<file path="config.mk">
export PLATFORM = sky130hd
export DESIGN_NAME = char_lcd_text_layout_4bit
export DESIGN_NICKNAME = d
export VERILOG_FILES = /design/src/sv/cltl_pkg.sv /design/src/sv/char_lcd_text_layout_4bit.sv /design/src/sv/cltl_step.sv
export SDC_FILE = /design/constraint.sdc
export NUM_CORES = 1
export LEC_CHECK = 0
export ABC_AREA = 0
export BUFFER_PORTS_ARGS = -buffer_cell sky130_fd_sc_hd__buf_2
export CORE_UTILIZATION = 45
export CTS_BUF_LIST = sky130_fd_sc_hd__clkbuf_4 sky130_fd_sc_hd__clkbuf_8 sky130_fd_sc_hd__clkbuf_16
export CTS_CLUSTER_DIAMETER = 200
export DETAILED_ROUTE_END_ITERATION = 8
export GPL_ROUTABILITY_DRIVEN = 1
export GPL_TIMING_DRIVEN = 0
export MAX_ROUTING_LAYER = met4
export PLACE_DENSITY = 0.75
export SYNTH_ARGS = -nofsm -noshare
export SYNTH_HDL_FRONTEND = slang
export SYNTH_SLANG_ARGS = --single-unit
</file>
<file path="constraint.sdc">
create_clock -name i_clk -period 4.4 [get_ports i_clk]
set_input_delay 0.88 -clock i_clk [delete_from_list [all_inputs] [get_ports i_clk]]
set_output_delay 0.88 -clock i_clk [all_outputs]
set_load 0.005 [all_outputs]
</file>
<file path="src/sv/cltl_pkg.sv">
package cltl_pkg;

    // HD44780 instruction codes used by the layout logic.
    localparam logic [7:0] INSTR_HOME  = 8'h02;
    localparam logic [7:0] INSTR_DDRAM = 8'h80;

    // Rows two and three fold back into the first two address lines.
    localparam logic [7:0] ROW_FOLD = 8'h6C;

    // Character code that starts a new row without writing a character.
    localparam logic [7:0] NEWLINE_CODE = 8'h0A;

    // Line length after reset.
    localparam logic [5:0] LINE_LENGTH_RESET = 6'd16;

    // Input command codes.
    localparam logic CMD_HOME = 1'b0;
    localparam logic CMD_CHAR = 1'b1;

    // Register-select codes on the bus.
    localparam logic RS_INSTR = 1'b0;
    localparam logic RS_DATA  = 1'b1;

    // Index of the final nibble for a two-transfer and a four-transfer item.
    localparam logic [1:0] LAST_TWO  = 2'd1;
    localparam logic [1:0] LAST_FOUR = 2'd3;

    // Transfers owed for one item: up to two bytes, high nibble first.
    typedef struct packed {
        logic       rs0;
        logic [7:0] byte0;
        logic       rs1;
        logic [7:0] byte1;
        logic [1:0] last_idx;
    } t_job;

endpackage

</file>
<file path="src/sv/char_lcd_text_layout_4bit.sv">
// Text layout for a character LCD on a 4-bit HD44780 bus.
//
// Input channel (i_in_valid / o_in_stall): one item is a command bit and a
// character byte. A home item sends the cursor-home instruction; a character
// item may first send a set-DDRAM-address instruction (newline or full line)
// and then, unless it is a newline, the character as data.
// Output channel (o_out_valid / i_out_stall): one nibble per transfer, with
// register select, nibble and a last flag on the final transfer of an item.
// Each byte goes out as two transfers, high nibble first.
//
// An accepted item waits in the pending-item register; its nibbles then move
// into the output register. The output port, which sets the sustained rate,
// moves one nibble per cycle while not stalled, so an item takes two or four
// transfers. A new item is accepted in the same cycle in which the last nibble
// of the previous one moves into the output register: no bubble between items.
// A stalled output holds its transfer and the pending item; the input stays
// stalled until the last nibble of the pending item moves into the output
// register. Synchronous reset empties both stages, sets the line
// length to 16 and puts the cursor at column 0, row 0.
// The line length register may be written only while the block is idle.
module char_lcd_text_layout_4bit
    import cltl_pkg::*;
(
    input  logic       i_clk,
    input  logic       i_rst_n,
    input  logic       i_cfg_we,
    input  logic [5:0] i_cfg_wdata,
    input  logic       i_in_valid,
    output logic       o_in_stall,
    input  logic       i_command,
    input  logic [7:0] i_char_code,
    output logic       o_out_valid,
    input  logic       i_out_stall,
    output logic       o_reg_select,
    output logic [3:0] o_nibble,
    output logic       o_last
);

    logic [5:0] r_line_length;
    logic [5:0] r_column;
    logic [7:0] r_row;
    logic       r_job_valid;
    t_job       r_job;
    logic [1:0] r_job_idx;
    logic       r_out_valid;
    logic       r_out_rs;
    logic [3:0] r_out_nibble;
    logic       r_out_last;

    t_job       n_job;
    logic [5:0] n_column;
    logic [7:0] n_row;

    logic       out_take;
    logic       out_free;
    logic       job_move;
    logic       job_done;
    logic       in_accept;
    logic       sel_rs;
    logic [7:0] sel_byte;
    logic [3:0] sel_nibble;

    // Layout decision for the item on the input port.
    cltl_step u_step (
        .i_command    (i_command),
        .i_char_code  (i_char_code),
        .i_column     (r_column),
        .i_row        (r_row),
        .i_line_length(r_line_length),
        .o_job        (n_job),
        .o_column     (n_column),
        .o_row        (n_row)
    );

    // Handshake between the pending item and the output register.
    assign out_take   = r_out_valid && !i_out_stall;
    assign out_free   = !r_out_valid || out_take;
    assign job_move   = r_job_valid && out_free;
    assign job_done   = job_move && (r_job_idx == r_job.last_idx);
    assign in_accept  = i_in_valid && !o_in_stall;
    assign o_in_stall = r_job_valid && !job_done;

    // Pick the next nibble of the pending item.
    assign sel_rs     = r_job_idx[1] ? r_job.rs1 : r_job.rs0;
    assign sel_byte   = r_job_idx[1] ? r_job.byte1 : r_job.byte0;
    assign sel_nibble = r_job_idx[0] ? sel_byte[3:0] : sel_byte[7:4];

    // Configuration and layout state.
    always_ff @(posedge i_clk) begin
        if (!i_rst_n) begin
            r_line_length <= LINE_LENGTH_RESET;
            r_column      <= 6'd0;
            r_row         <= 8'd0;
        end else begin
            if (i_cfg_we) begin
                r_line_length <= i_cfg_wdata;
            end
            if (in_accept) begin
                r_column <= n_column;
                r_row    <= n_row;
            end
        end
    end

    // Pending item: control.
    always_ff @(posedge i_clk) begin
        if (!i_rst_n) begin
            r_job_valid <= 1'b0;
            r_job_idx   <= 2'd0;
        end else if (in_accept) begin
            r_job_valid <= 1'b1;
            r_job_idx   <= 2'd0;
        end else if (job_done) begin
            r_job_valid <= 1'b0;
        end else if (job_move) begin
            r_job_idx <= r_job_idx + 2'd1;
        end
    end

    // Pending item: payload.
    always_ff @(posedge i_clk) begin
        if (in_accept) begin
            r_job <= n_job;
        end
    end

    // Output register: control.
    always_ff @(posedge i_clk) begin
        if (!i_rst_n) begin
            r_out_valid <= 1'b0;
        end else if (job_move) begin
            r_out_valid <= 1'b1;
        end else if (out_take) begin
            r_out_valid <= 1'b0;
        end
    end

    // Output register: payload.
    always_ff @(posedge i_clk) begin
        if (job_move) begin
            r_out_rs     <= sel_rs;
            r_out_nibble <= sel_nibble;
            r_out_last   <= (r_job_idx == r_job.last_idx);
        end
    end

    assign o_out_valid  = r_out_valid;
    assign o_reg_select = r_out_rs;
    assign o_nibble     = r_out_nibble;
    assign o_last       = r_out_last;

    // The nibble counter never runs past the final transfer of an item.
    a_idx_bound: assert property (@(posedge i_clk) disable iff (!i_rst_n)
        r_job_valid |-> (r_job_idx <= r_job.last_idx))
        else $error("nibble index past end of item");

    // A home item yields exactly one instruction byte.
    a_home_job: assert property (@(posedge i_clk) disable iff (!i_rst_n)
        (in_accept && (i_command == CMD_HOME)) |=>
        (r_job_valid && (r_job.last_idx == LAST_TWO) && (r_job.rs0 == RS_INSTR)))
        else $error("home item decoded wrongly");

    // A transfer that is not final always has the rest of its item still pending.
    a_pair_pending: assert property (@(posedge i_clk) disable iff (!i_rst_n)
        (r_out_valid && !r_out_last) |-> r_job_valid)
        else $error("transfer sequence broken");

    // The input is never taken while an item still has nibbles left over.
    a_no_overrun: assert property (@(posedge i_clk) disable iff (!i_rst_n)
        (in_accept && r_job_valid) |-> job_done)
        else $error("item accepted over a pending item");

endmodule

</file>
<file path="src/sv/cltl_step.sv">
module cltl_step
    import cltl_pkg::*;
(
    input  logic       i_command,
    input  logic [7:0] i_char_code,
    input  logic [5:0] i_column,
    input  logic [7:0] i_row,
    input  logic [5:0] i_line_length,
    output t_job       o_job,
    output logic [5:0] o_column,
    output logic [7:0] o_row
);

    logic       is_newline;
    logic       is_wrap;
    logic [7:0] row_next;
    logic [7:0] row_addr;

    assign is_newline = (i_char_code == NEWLINE_CODE);
    assign is_wrap    = (i_column == i_line_length);
    assign row_next   = i_row + 8'd1;

    // DDRAM base of the next row: 0x40 per row, folded back from row two on.
    always_comb begin
        row_addr = {row_next[1:0], 6'b0};
        if (row_next >= 8'd2) begin
            row_addr = row_addr - ROW_FOLD;
        end
    end

    // Work out the transfers for this item and the layout state after it.
    always_comb begin
        o_job.rs0      = RS_DATA;
        o_job.byte0    = i_char_code;
        o_job.rs1      = RS_DATA;
        o_job.byte1    = i_char_code;
        o_job.last_idx = LAST_TWO;
        o_column       = i_column + 6'd1;
        o_row          = i_row;
        if (i_command == CMD_HOME) begin
            o_job.rs0   = RS_INSTR;
            o_job.byte0 = INSTR_HOME;
            o_column    = 6'd0;
            o_row       = 8'd0;
        end else if (is_newline || is_wrap) begin
            o_job.rs0   = RS_INSTR;
            o_job.byte0 = INSTR_DDRAM | row_addr;
            o_row       = row_next;
            if (is_newline) begin
                o_column = 6'd0;
            end else begin
                o_job.last_idx = LAST_FOUR;
                o_column       = 6'd1;
            end
        end
    end

endmodule
</file>
Yosys cells after proc, flatten, opt, wreduce, memory -nomap -nowiden:

Index checks and enable logic that the tools add are counted.

* register bits after elaboration: 49
* input bits: 20
* output and inout port bits: 8

* reduce and logical (&&, ||, !) cells: 17
* order comparisons: 1
* add/subtract/negate cells: 4
* bitwise gates (word level): 2
* equal/unequal tests: 4
* multiplexer cells: 14

Operators by type and width (count)
* two-way mux 8 bit: 3
* two-way mux 6 bit: 2
* two-way mux 9 bit: 1
* adder 8 x 1 -> 8 bit (second input constant): 1
* == test 8 x 4 -> 1 bit (second input constant): 1
* greater-or-equal comparator 8 x 2 -> 1 bit (second input constant): 1
* two-way mux 7 bit: 1
* subtractor 7 bit (second input constant): 1
* adder 6 x 1 -> 6 bit (second input constant): 1
* == test 6 bit: 1
* AND reduction 2 bit: 3
* logical AND 1 bit: 5
* two-way mux 1 bit: 5
* zero test 1 bit: 4
* two-way mux 4 bit: 1
* nonzero test 2 bit: 2
* adder 2 x 1 -> 2 bit (second input constant): 1
* == test 2 bit: 1
* logical OR 1 bit: 2
* two-way mux 2 bit: 1
* inequality test 2 x 1 -> 1 bit (second input constant): 1
* NOT 1 bit: 2
* OR reduction 2 bit: 1

Depth between registers and ports, before layout:

Gate-level depths: netlist of the first run.

* word-level depth: 10
* gate-level depth with buffers: 9
* depth with buffers taken out: 7

By module:

Synthesis of the first run repeated with hierarchy kept, for this count alone.

* cell total of the unflattened synthesis: 245
* area total of the unflattened synthesis: 2676.3 µm²

By module, submodules not included
* char_lcd_text_layout_4bit: seq. area each 1261.2 µm², area an instance 1933.1 µm², times used 1, cells an instance 138
* cltl_step: seq. area each 0.0 µm², area an instance 743.2 µm², times used 1, cells an instance 107

Worst setup path before layout of the first run:

No wires, ideal clock.

* path type: input -> register
* start: in i_char_code[5]
* end: reg r_row[7]
* library setup time: 74 ps
* stages: 6
* data arrival time: 2394 ps
* required time: 4326 ps
* setup slack: 1932 ps
* path through: or4_4 -> or2_1 -> a21boi_4 -> buf_6 -> or3_1 -> a31oi_1

* cells in the longest elaborated chain, start to end: 4

Ends and longest elaborated chain
* start: declaration: line char_lcd_text_layout_4bit.sv:31 `input logic [7:0] i_char_code,`
* == test 8 x 4 -> 1 bit: line cltl_step.sv:19 `assign is_newline = (i_char_code == NEWLINE_CODE);`
* logical OR 1 bit: line cltl_step.sv:45 `end else if (is_newline || is_wrap) begin`
* inequality test 2 x 1 -> 1 bit (no source line)
* AND reduction 2 bit (no source line)
* end signal: assignment: line char_lcd_text_layout_4bit.sv:100 `r_row <= n_row;`
* end: declaration: line char_lcd_text_layout_4bit.sv:41 `logic [7:0] r_row;`

No other way between the ends.
A chain may end at the register's enable or synchronous reset.

Worst setup path in the final report of the first run:

Same ends and word-level chain as after synthesis.

==> impl_results.md, run 1 <==
* Min-delay src: r_job_valid$_SDFFE_PN0P_
* P_int at 0.651 mW
* Mapped Nets at 227
* CP Capture Type: flip-flop
* Vias in the first global route at 1,554
* IO Pins at 28
* First-pass GRT wire length at 7.16 mm
* FMAX at 417 MHz
* P_leak at 1.01 nW
* Die area at 5230 µm²
* Tcrit/Tclk final at 54.5%
* Placed cell count at 297
* First-pass DRT Iterations at 4
* Residual DRC at 0
* Final wirelength at 4.17 mm
* Max Cap Viol at 0
* Post-synth EDFFs at 24
* HP Class: flip-flop to flip-flop
* CTS sink cnt at 48
* CTS tree: built
* Setup Fix Bufs, Post-CTS at 0
* Fin nets at 260
* Post-route ant nets at 0
* Sequential share of power at 59.0%
* Critical path cell sequence: buf_2 -> or4_4 -> or2_1 -> a21boi_4 -> buf_6 -> or3_1 -> a31oi_1
* Chip height at 72.3 µm
* Inserted Clock Buffers at 5
* Largest net degree at the start of global routing at 28
* Setup CP Type: primary input to flip-flop
* Initial Utilization at 46.8%
* Post-synthesis sequential area ratio at 54.0%
* Clock skew at 0.00522 ns
* Crit-path max FO at 10
* Family with the most delay on the worst path: simple AND/OR/NAND/NOR gates
* HPWL Detailed at 3.00 mm
* Vias per cell at 5.19
* Min Clock Period, post-route at 2.40 ns
* Initial antenna violation count at 0
* YS warnings at 0
* Cells after synthesis at 204
* CTS root buffer: clkbuf_8
* Clk network pwr share at 31.3%
* Final cell count without fillers at 305
* Syn avg cell area at 10.9 µm²
* Num rows at 25
* RePlAce Congestion at 0.851
* Net Sw Frac at 23.3%
* Top cell type's share of synthesized area at 32.4%
* Final Setup Violations at 0
* # diodes at 0
* Area Overhead vs Synth at 13.6%
* Hold Vio Cnt, Final at 0
* Syn Std Cell Area at 2230 µm²
* R2R Setup Slk at 2.20 ns
* RSZ-0062 raised after global routing: false
* WP data arrival at 2.63 ns
* Worst hold endpoint: o_out_valid$_SDFFE_PN0P_
* Worst-Margin Slew at 0.757 ns
* Max_slew headroom at 49.5%
* Critical path required time at 4.63 ns
* Register bit total from synthesis at 48
* Gr usage total at 18.6%
* Hold buffers post-CTS at 0
* CTS max path bufs at 2
* Distinct cells, synth at 44
* Ys async rst share at 0%
* Crit path buffers/inverters at 2
* Gr ovfl total at 0
* Hold path depth at 2
* Setup TNS at 0 ns
* Most used DFF post-synth: edfxtp_1
* Power Dens Cells at 336 nW/µm²
* Net switching power at 0.198 mW
* Combinational share of power at 9.7%
* Element type at the critical path start: primary input
* Wire per inst at 13.7 µm
* Maximum vdd drop at 0.000118 V
* Slowest stage cell on the critical path: or4_4
* Die span in x at 72.3 µm
* Pins Over Slew Limit at 0
* Starting DRT DRC Count at 87
* Clock slew at reported path FFs at 0.08 ns
* Worst-skew pair later-pin latency at 0.30 ns
* Ranking of synthesized cells by area: edfxtp_1, dfxtp_1, mux4_2
* R2R depth at 9
* Status: finished, final reports clean
* Dominant cell type by area after synthesis: edfxtp_1
* Layout cells sized above 1 at 20.2%
* PostCTS Resize Cnt at 0
* Total core area at 4750 µm²
* H-tree lvl count at 2
* Port bufs at 26
* R2R Path Start: r_job_idx[1]$_SDFFE_PP0P_
* Worst stage delay on the critical path at 0.53 ns
* Vias at 1,584
* FF-to-FF End: r_row[2]$_SDFFE_PN0P_
-- per-layer routing --
metal	up-vias	global-route usage (%)	part of all wire (%)
met1	738	23.9	46
met2	38	28.2	48
met5	-	-	0
met3	6	4.44	4.3
met4	0	7.84	1.6
li1	802	-	-
-- sequential cells by signal, summed over array words and instances, names as in the netlist, 2 cells and up --
register / flops
o_nibble: 4
r_column: 6
r_job: 18
r_job_idx: 2
r_line_length: 6
r_row: 8
-- worst reg2reg max path: cells and delay by family (launching register included) --
family | cells | cell delay, ns
flip-flops | 1 | 0.32
AND/OR/NAND/NOR | 1 | 0.25
AO/OA/AOI/OAI | 4 | 0.57
buffers and inverters | 3 | 0.81
XOR/XNOR | 1 | 0.16
-- synth_stat cells (2+ instances only) --
cell type and instances:
nor2_1 18, a211o_1 2, buf_2 2, mux4_2 4, and3_1 2, or3_1 4, mux2i_1 7, o21ai_1 3
nand3_1 8, o221a_1 3, inv_1 5, nor4_1 2, dfxtp_1 24, nand3b_1 2, a21oi_1 11, clkbuf_1 7
nand2b_1 2, ha_1 3, or2_2 2, edfxtp_1 24, o21ai_0 7, nand2_1 21, a31oi_1 2, or4b_1 2
nand4_1 2, nor3_1 5, xor2_1 10, and2_1 4
-- cells by family (layout without fill, tap and decap cells) --
logic type,after synthesis,count (layout),synth area share (%)
AND/OR/NAND/NOR,79,79,18.3
flip-flops,48,48,54.0
AO/OA/AOI/OAI,35,35,10.7
buffers and inverters,16,50,3.15
XOR/XNOR,12,12,5.06
multiplexers,11,11,7.20
adder cells (fa/ha/maj),3,3,1.69
-- worst max path at each step --
stage                    from                 endpoint  slack [ns]  depth (start not counted)
2_1_floorplan  i_char_code[5]    r_row[7]$_SDFFE_PN0P_        1.93                          6
3_3_place_gp   i_char_code[5]  r_job[16]$_SDFFCE_PP0P_        1.72                          6
3_5_place_dp   i_char_code[5]  r_job[14]$_SDFFCE_PP0P_        1.70                          6
4_1_cts        i_char_code[5]  r_job[14]$_SDFFCE_PP0P_        2.02                          6
5_1_grt        i_char_code[5]    r_row[0]$_SDFFE_PN0P_        1.90                          7
6_report       i_char_code[5]    r_row[7]$_SDFFE_PN0P_        2.00                          7
-- power groups by stage --
| stage | Clock (mW) | Sequential, mW | Combinational [mW] |
|---|---|---|---|
| finish | 0.265 | 0.501 | 0.0826 |
| global placement | 0 | 0.511 | 0.0810 |
| floorplan | 0 | 0.510 | 0.0524 |
| detailed placement | 0 | 0.512 | 0.0827 |
| CTS | 0.271 | 0.501 | 0.0829 |
| global route | 0.292 | 0.504 | 0.0925 |
-- final cells by class --
class / count / area (µm²)
Buffer: 10 / 47.5
Clock buffer: 7 / 83.8
Clock inverter: 1 / 5.00
Fill cell: 437 / 2230
Inverter: 6 / 22.5
Multi-Input combinational cell: 140 / 955
Sequential cell: 48 / 1200
Tap cell: 67 / 83.8
Timing Repair Buffer: 26 / 130
-- per-stage QoR --
step	setup WS (ns)	hold slack, ns	utilization, %	power, mW	area, µm²
5_1_grt	1.90	0.517	53.2	0.888	2530
2_1_floorplan	1.93	0.452	-	0.563	2230
3_5_place_dp	1.70	0.469	51.3	0.595	2440
6_report	2.00	0.481	53.2	0.849	2530
3_3_place_gp	1.72	0.462	51.3	0.592	2440
4_1_cts	2.02	0.483	53.2	0.856	2530
-- cell usage in the layout (no fill, tap or decap), drive strengths merged, types with 2 or more instances in the layout --
| cell type | Yosys | routed |
|---|---|---|
| nor3 | 5 | 5 |
| nor4 | 3 | 3 |
| xnor2 | 2 | 2 |
| and3 | 2 | 2 |
| a31oi | 2 | 2 |
| nor2 | 18 | 18 |
| nand3 | 8 | 8 |
| a211o | 2 | 2 |
| nand2 | 21 | 21 |
| edfxtp | 24 | 24 |
| dfxtp | 24 | 24 |
| or2 | 3 | 3 |
| clkbuf | 7 | 14 |
| inv | 6 | 6 |
| xor2 | 10 | 10 |
| buf | 3 | 29 |
| nand3b | 2 | 2 |
| or3 | 4 | 4 |
| nand4 | 2 | 2 |
| and2 | 4 | 4 |
| or4b | 2 | 2 |
| o221a | 3 | 3 |
| o21ai | 10 | 10 |
| ha | 3 | 3 |
| a21oi | 11 | 11 |
| mux4 | 4 | 4 |
| mux2i | 7 | 7 |
| nand2b | 2 | 2 |
No activity file was read; power rests on OpenSTA's default activity.
==> inputs of run 2 (changes only) <==
--- a/config.mk
+++ b/config.mk
@@ -5,7 +5,7 @@
 export SDC_FILE = /design/constraint.sdc
 export NUM_CORES = 1
 export LEC_CHECK = 0
-export ABC_AREA = 0
+export ABC_AREA = 1
 export BUFFER_PORTS_ARGS = -buffer_cell sky130_fd_sc_hd__buf_2
 export CORE_UTILIZATION = 45
 export CTS_BUF_LIST = sky130_fd_sc_hd__clkbuf_4 sky130_fd_sc_hd__clkbuf_8 sky130_fd_sc_hd__clkbuf_16
@@ -14,7 +14,7 @@
 export GPL_ROUTABILITY_DRIVEN = 1
 export GPL_TIMING_DRIVEN = 0
 export MAX_ROUTING_LAYER = met4
-export PLACE_DENSITY = 0.75
+export PLACE_DENSITY = 0.78
 export SYNTH_ARGS = -nofsm -noshare
 export SYNTH_HDL_FRONTEND = slang
 export SYNTH_SLANG_ARGS = --single-unit
==> constraint.sdc (replaced) <==
create_clock -name i_clk -period 1.99 [get_ports i_clk]
set_input_delay 0.398 -clock i_clk [delete_from_list [all_inputs] [get_ports i_clk]]
set_output_delay 0.398 -clock i_clk [all_outputs]
set_load 0.005 [all_outputs]
==> impl_results.md, run 2 <==
* Most frequent cells in the layout: nand2_1, inv_1, nor2_1, buf_2
* Pins Over Slew Limit at 0 (unchanged)
* Initial antenna violation count at 0 (unchanged)
* Element type at the critical path start: flip-flop
* Syn avg cell area at 8.32 µm² (-24%)
* Cells after synthesis at 277 (+36%)
* Syn Std Cell Area at 2300 µm² (+3.5%)
* Top cell type's share of synthesized area at 31.3% (-1.1 points)
* WP data arrival at 1.80 ns (-0.83 ns)
* FF-to-FF End: r_job[13]$_SDFFCE_PN0P_
* Fin nets at 334 (+28%)
* Hold buffers post-CTS at 0 (unchanged)
* YS warnings at 0 (unchanged)
* Worst stage delay on the critical path at 0.47 ns (-0.06 ns)
* Max_slew headroom at 73.2% (+24 points)
* H-tree lvl count at 2 (unchanged)
* Ys async rst share at 0% (unchanged)
* Chip height at 73.6 µm (+1.7%)
* Status: finished, final reports clean
* # diodes at 0 (unchanged)
* Final cell area excluding filler cells at 2620 µm² (+3.7%)
* Area occupied by multi-input gates at 923 µm² (-3.3%)
* Residual DRC at 0 (unchanged)
* Distinct cells, synth at 26 (-41%)
* Filler cells at 476 (+8.9%)
* Crit path buffers/inverters at 0 (-2)
* Max Cap Viol at 0 (unchanged)
* First-pass DRT Iterations at 4 (unchanged)
* Critical path cell sequence: ha_1 -> nand3_1 -> o21bai_1 -> nand2_1 -> nor2_1 -> nand3_1 -> nand2_1 -> a21oi_1
* Family with the most delay on the worst path: simple AND/OR/NAND/NOR gates
* Slowest stage cell on the critical path: dfxtp_1
* Wire per inst at 12.1 µm (-11%)
* CTS tree: built
* Area Overhead vs Synth at 13.7%
* Post-synth EDFFs at 24 (unchanged)
* Hold path depth at 1 (-1)
* Min Clock Period, post-route at 1.75 ns
* Layout cells sized above 1 at 17.6% (-2.5 points)
* Initial Utilization at 47.8% (+1.0 points)
* Clock skew at 0.00432 ns (-0.000895 ns)
* Largest net degree at the start of global routing at 28 (unchanged)
* Most common library cells after synthesis: nand2_1, inv_1, nor2_1
* Port bufs at 27 (+3.8%)
* Setup CP Type: flip-flop to flip-flop
* First-pass GRT wire length at 7.44 mm (+3.9%)
* Inserted Clock Buffers at 5 (unchanged)
* Worst-skew pair later-pin latency at 0.30 ns (about the same)
* Power Dens Cells at 745 nW/µm² (+120%)
* CTS max path bufs at 2 (unchanged)
* CTS root buffer: clkbuf_8
* Critical path required time at 2.04 ns (-2.59 ns)
* Mapped Nets at 300 (+32%)
* HPWL Detailed at 3.47 mm (+16%)
* Starting DRT DRC Count at 82 (-5.7%)
* CP Capture Type: flip-flop
* Dominant cell type by area after synthesis: edfxtp_1
* Gr usage total at 18.8% (+0.20 points)
* Post-route ant nets at 0 (unchanged)
* Clock slew at reported path FFs at 0.09 ns (about the same)
* RSZ-0062 raised after global routing: false
* Largest Register: r_job
* Max reg flops at 18 (unchanged)
* Setup Fix Bufs, Post-CTS at 0 (unchanged)
* PostCTS Resize Cnt at 0 (unchanged)
* CTS sink cnt at 48 (unchanged)
* Top-count cell post-synth: nand2_1
* Hold Vio Cnt, Final at 0 (unchanged)
* Register bit total from synthesis at 48 (unchanged)
* Num rows at 25 (unchanged)
* CP startpoint: r_row[0]$_SDFFE_PN0P_
* FMAX at 572 MHz
* R2R Path Start: r_row[0]$_SDFFE_PN0P_
* Commonest non-fill, non-tap cell in the layout: nand2_1
* Worst-Margin Slew at 0.402 ns (-0.355 ns)
* Tcrit/Tclk final at 87.8%
* Min-delay src: i_char_code[7]
* Final Setup Violations at 0 (unchanged)
* Die span in x at 73.6 µm (+1.7%)
* Largest regs: r_job x18, r_row x8
* Ranking of synthesized cells by area: edfxtp_1, dfxtp_1, nand2_1
* Most used DFF post-synth: edfxtp_1
* Post-synthesis sequential area ratio at 52.1% (-1.8 points)
* P_leak at 1.09 nW (+7.7%)
* R2R depth at 8 (-1)
* Final wirelength at 4.60 mm (+10%)
* Total core area at 4820 µm² (+1.3%)
* Setup TNS at 0 ns (unchanged)
* Die area at 5410 µm² (+3.4%)
* Gr ovfl total at 0 (unchanged)
* HP Class: primary input to flip-flop
* Worst hold endpoint: r_job[9]$_DFFE_PP_
* Register Area at 1200 µm² (unchanged)
* IO Pins at 28 (unchanged)
* Maximum vdd drop at 0.000350 V (+200%)
* Vias per cell at 5.06 (-2.6%)
* Vias in the first global route at 1,775 (+14%)
* Placed Area at 2520 µm² (+3.4%)
* Crit-path max FO at 8 (-2)
* RePlAce Congestion at 0.818 (-3.9%)
* R2R Setup Slk at 0.24 ns (-1.96 ns)
* Vias at 1,917 (+21%)
-- run 2: cell types whose count changed in the layout (fill, tap and decap cells not counted), moves of 6 or more --
cell     previous run  this run
inv_1               5        34
mux2i_1             7         0
nand2_1            21        58
nand3_1             8        23
nor2_1             18        32
o21ai_0             7        21
o22ai_1             0         6
xor2_1             10         1
-- run 2: worst max path at each step --
stage                              end  slack, ns  depth (start not counted)
3_5_place_dp   r_job[13]$_SDFFCE_PN0P_       0.25                          8
2_1_floorplan  r_job[13]$_SDFFCE_PN0P_       0.52                          8
3_3_place_gp   r_job[13]$_SDFFCE_PN0P_       0.30                          8
4_1_cts        r_job[13]$_SDFFCE_PN0P_       0.23                          8
5_1_grt        r_job[13]$_SDFFCE_PN0P_       0.01                          8
6_report       r_job[13]$_SDFFCE_PN0P_       0.24                          8
-- run 2: per-stage QoR --
stage / instances / worst slack (ns) / util, % / total power, mW / hold WS, ns
finish: 379 / 0.243 / 54.4 / 1.95 / 0.281
global placement: 371 / 0.298 / 52.4 / 1.35 / 0.459
CTS: 379 / 0.234 / 54.4 / 1.96 / 0.278
detailed placement: 371 / 0.249 / 52.4 / 1.36 / 0.470
global route: 379 / 0.00999 / 54.4 / 2.02 / 0.287
floorplan: 277 / 0.519 / - / 1.28 / 0.444
-- run 2: layout make-up --
class	instances	area share, %
timing repair buffer	27	5.16
inverter	38	5.44
buffer	5	1.43
clock inverter	2	0.573
clock buffer	6	3.15
sequential	48	45.8
tap	67	3.20
multi-input combinational	186	35.2
-- run 2: worst register-to-register path, delay by kind of cell (launching register included) --
kind | cells | cell delay, ns
and+or+nand+nor | 5 | 0.52
DFF | 1 | 0.47
AOI/OAI and AO/OA | 2 | 0.21
adders and majority gates | 1 | 0.30
-- run 2: logic make-up after synthesis --
group / Yosys count / share of synthesized area, %
AO/OA/AOI/OAI: 51 / 12.2
XOR/XNOR: 1 / 0.380
AND/OR/NAND/NOR: 131 / 25.8
buffers and inverters: 43 / 7.82
adder cells (fa/ha/maj): 3 / 1.63
flip-flops: 48 / 52.1
-- run 2: power by group --
part           total (mW)  internal (mW)  switching (mW)
registers            1.12           1.10          0.0231
logic               0.218         0.0808           0.137
clock network       0.613          0.282           0.331
-- run 2: layer usage --
layer,vias to the layer above,part of all wire [%],global-route usage (%)
met2,41,52,33.7
met5,-,0,-
met1,884,42,20.0
li1,983,-,-
met4,0,1.8,8.12
met3,9,4.4,3.70
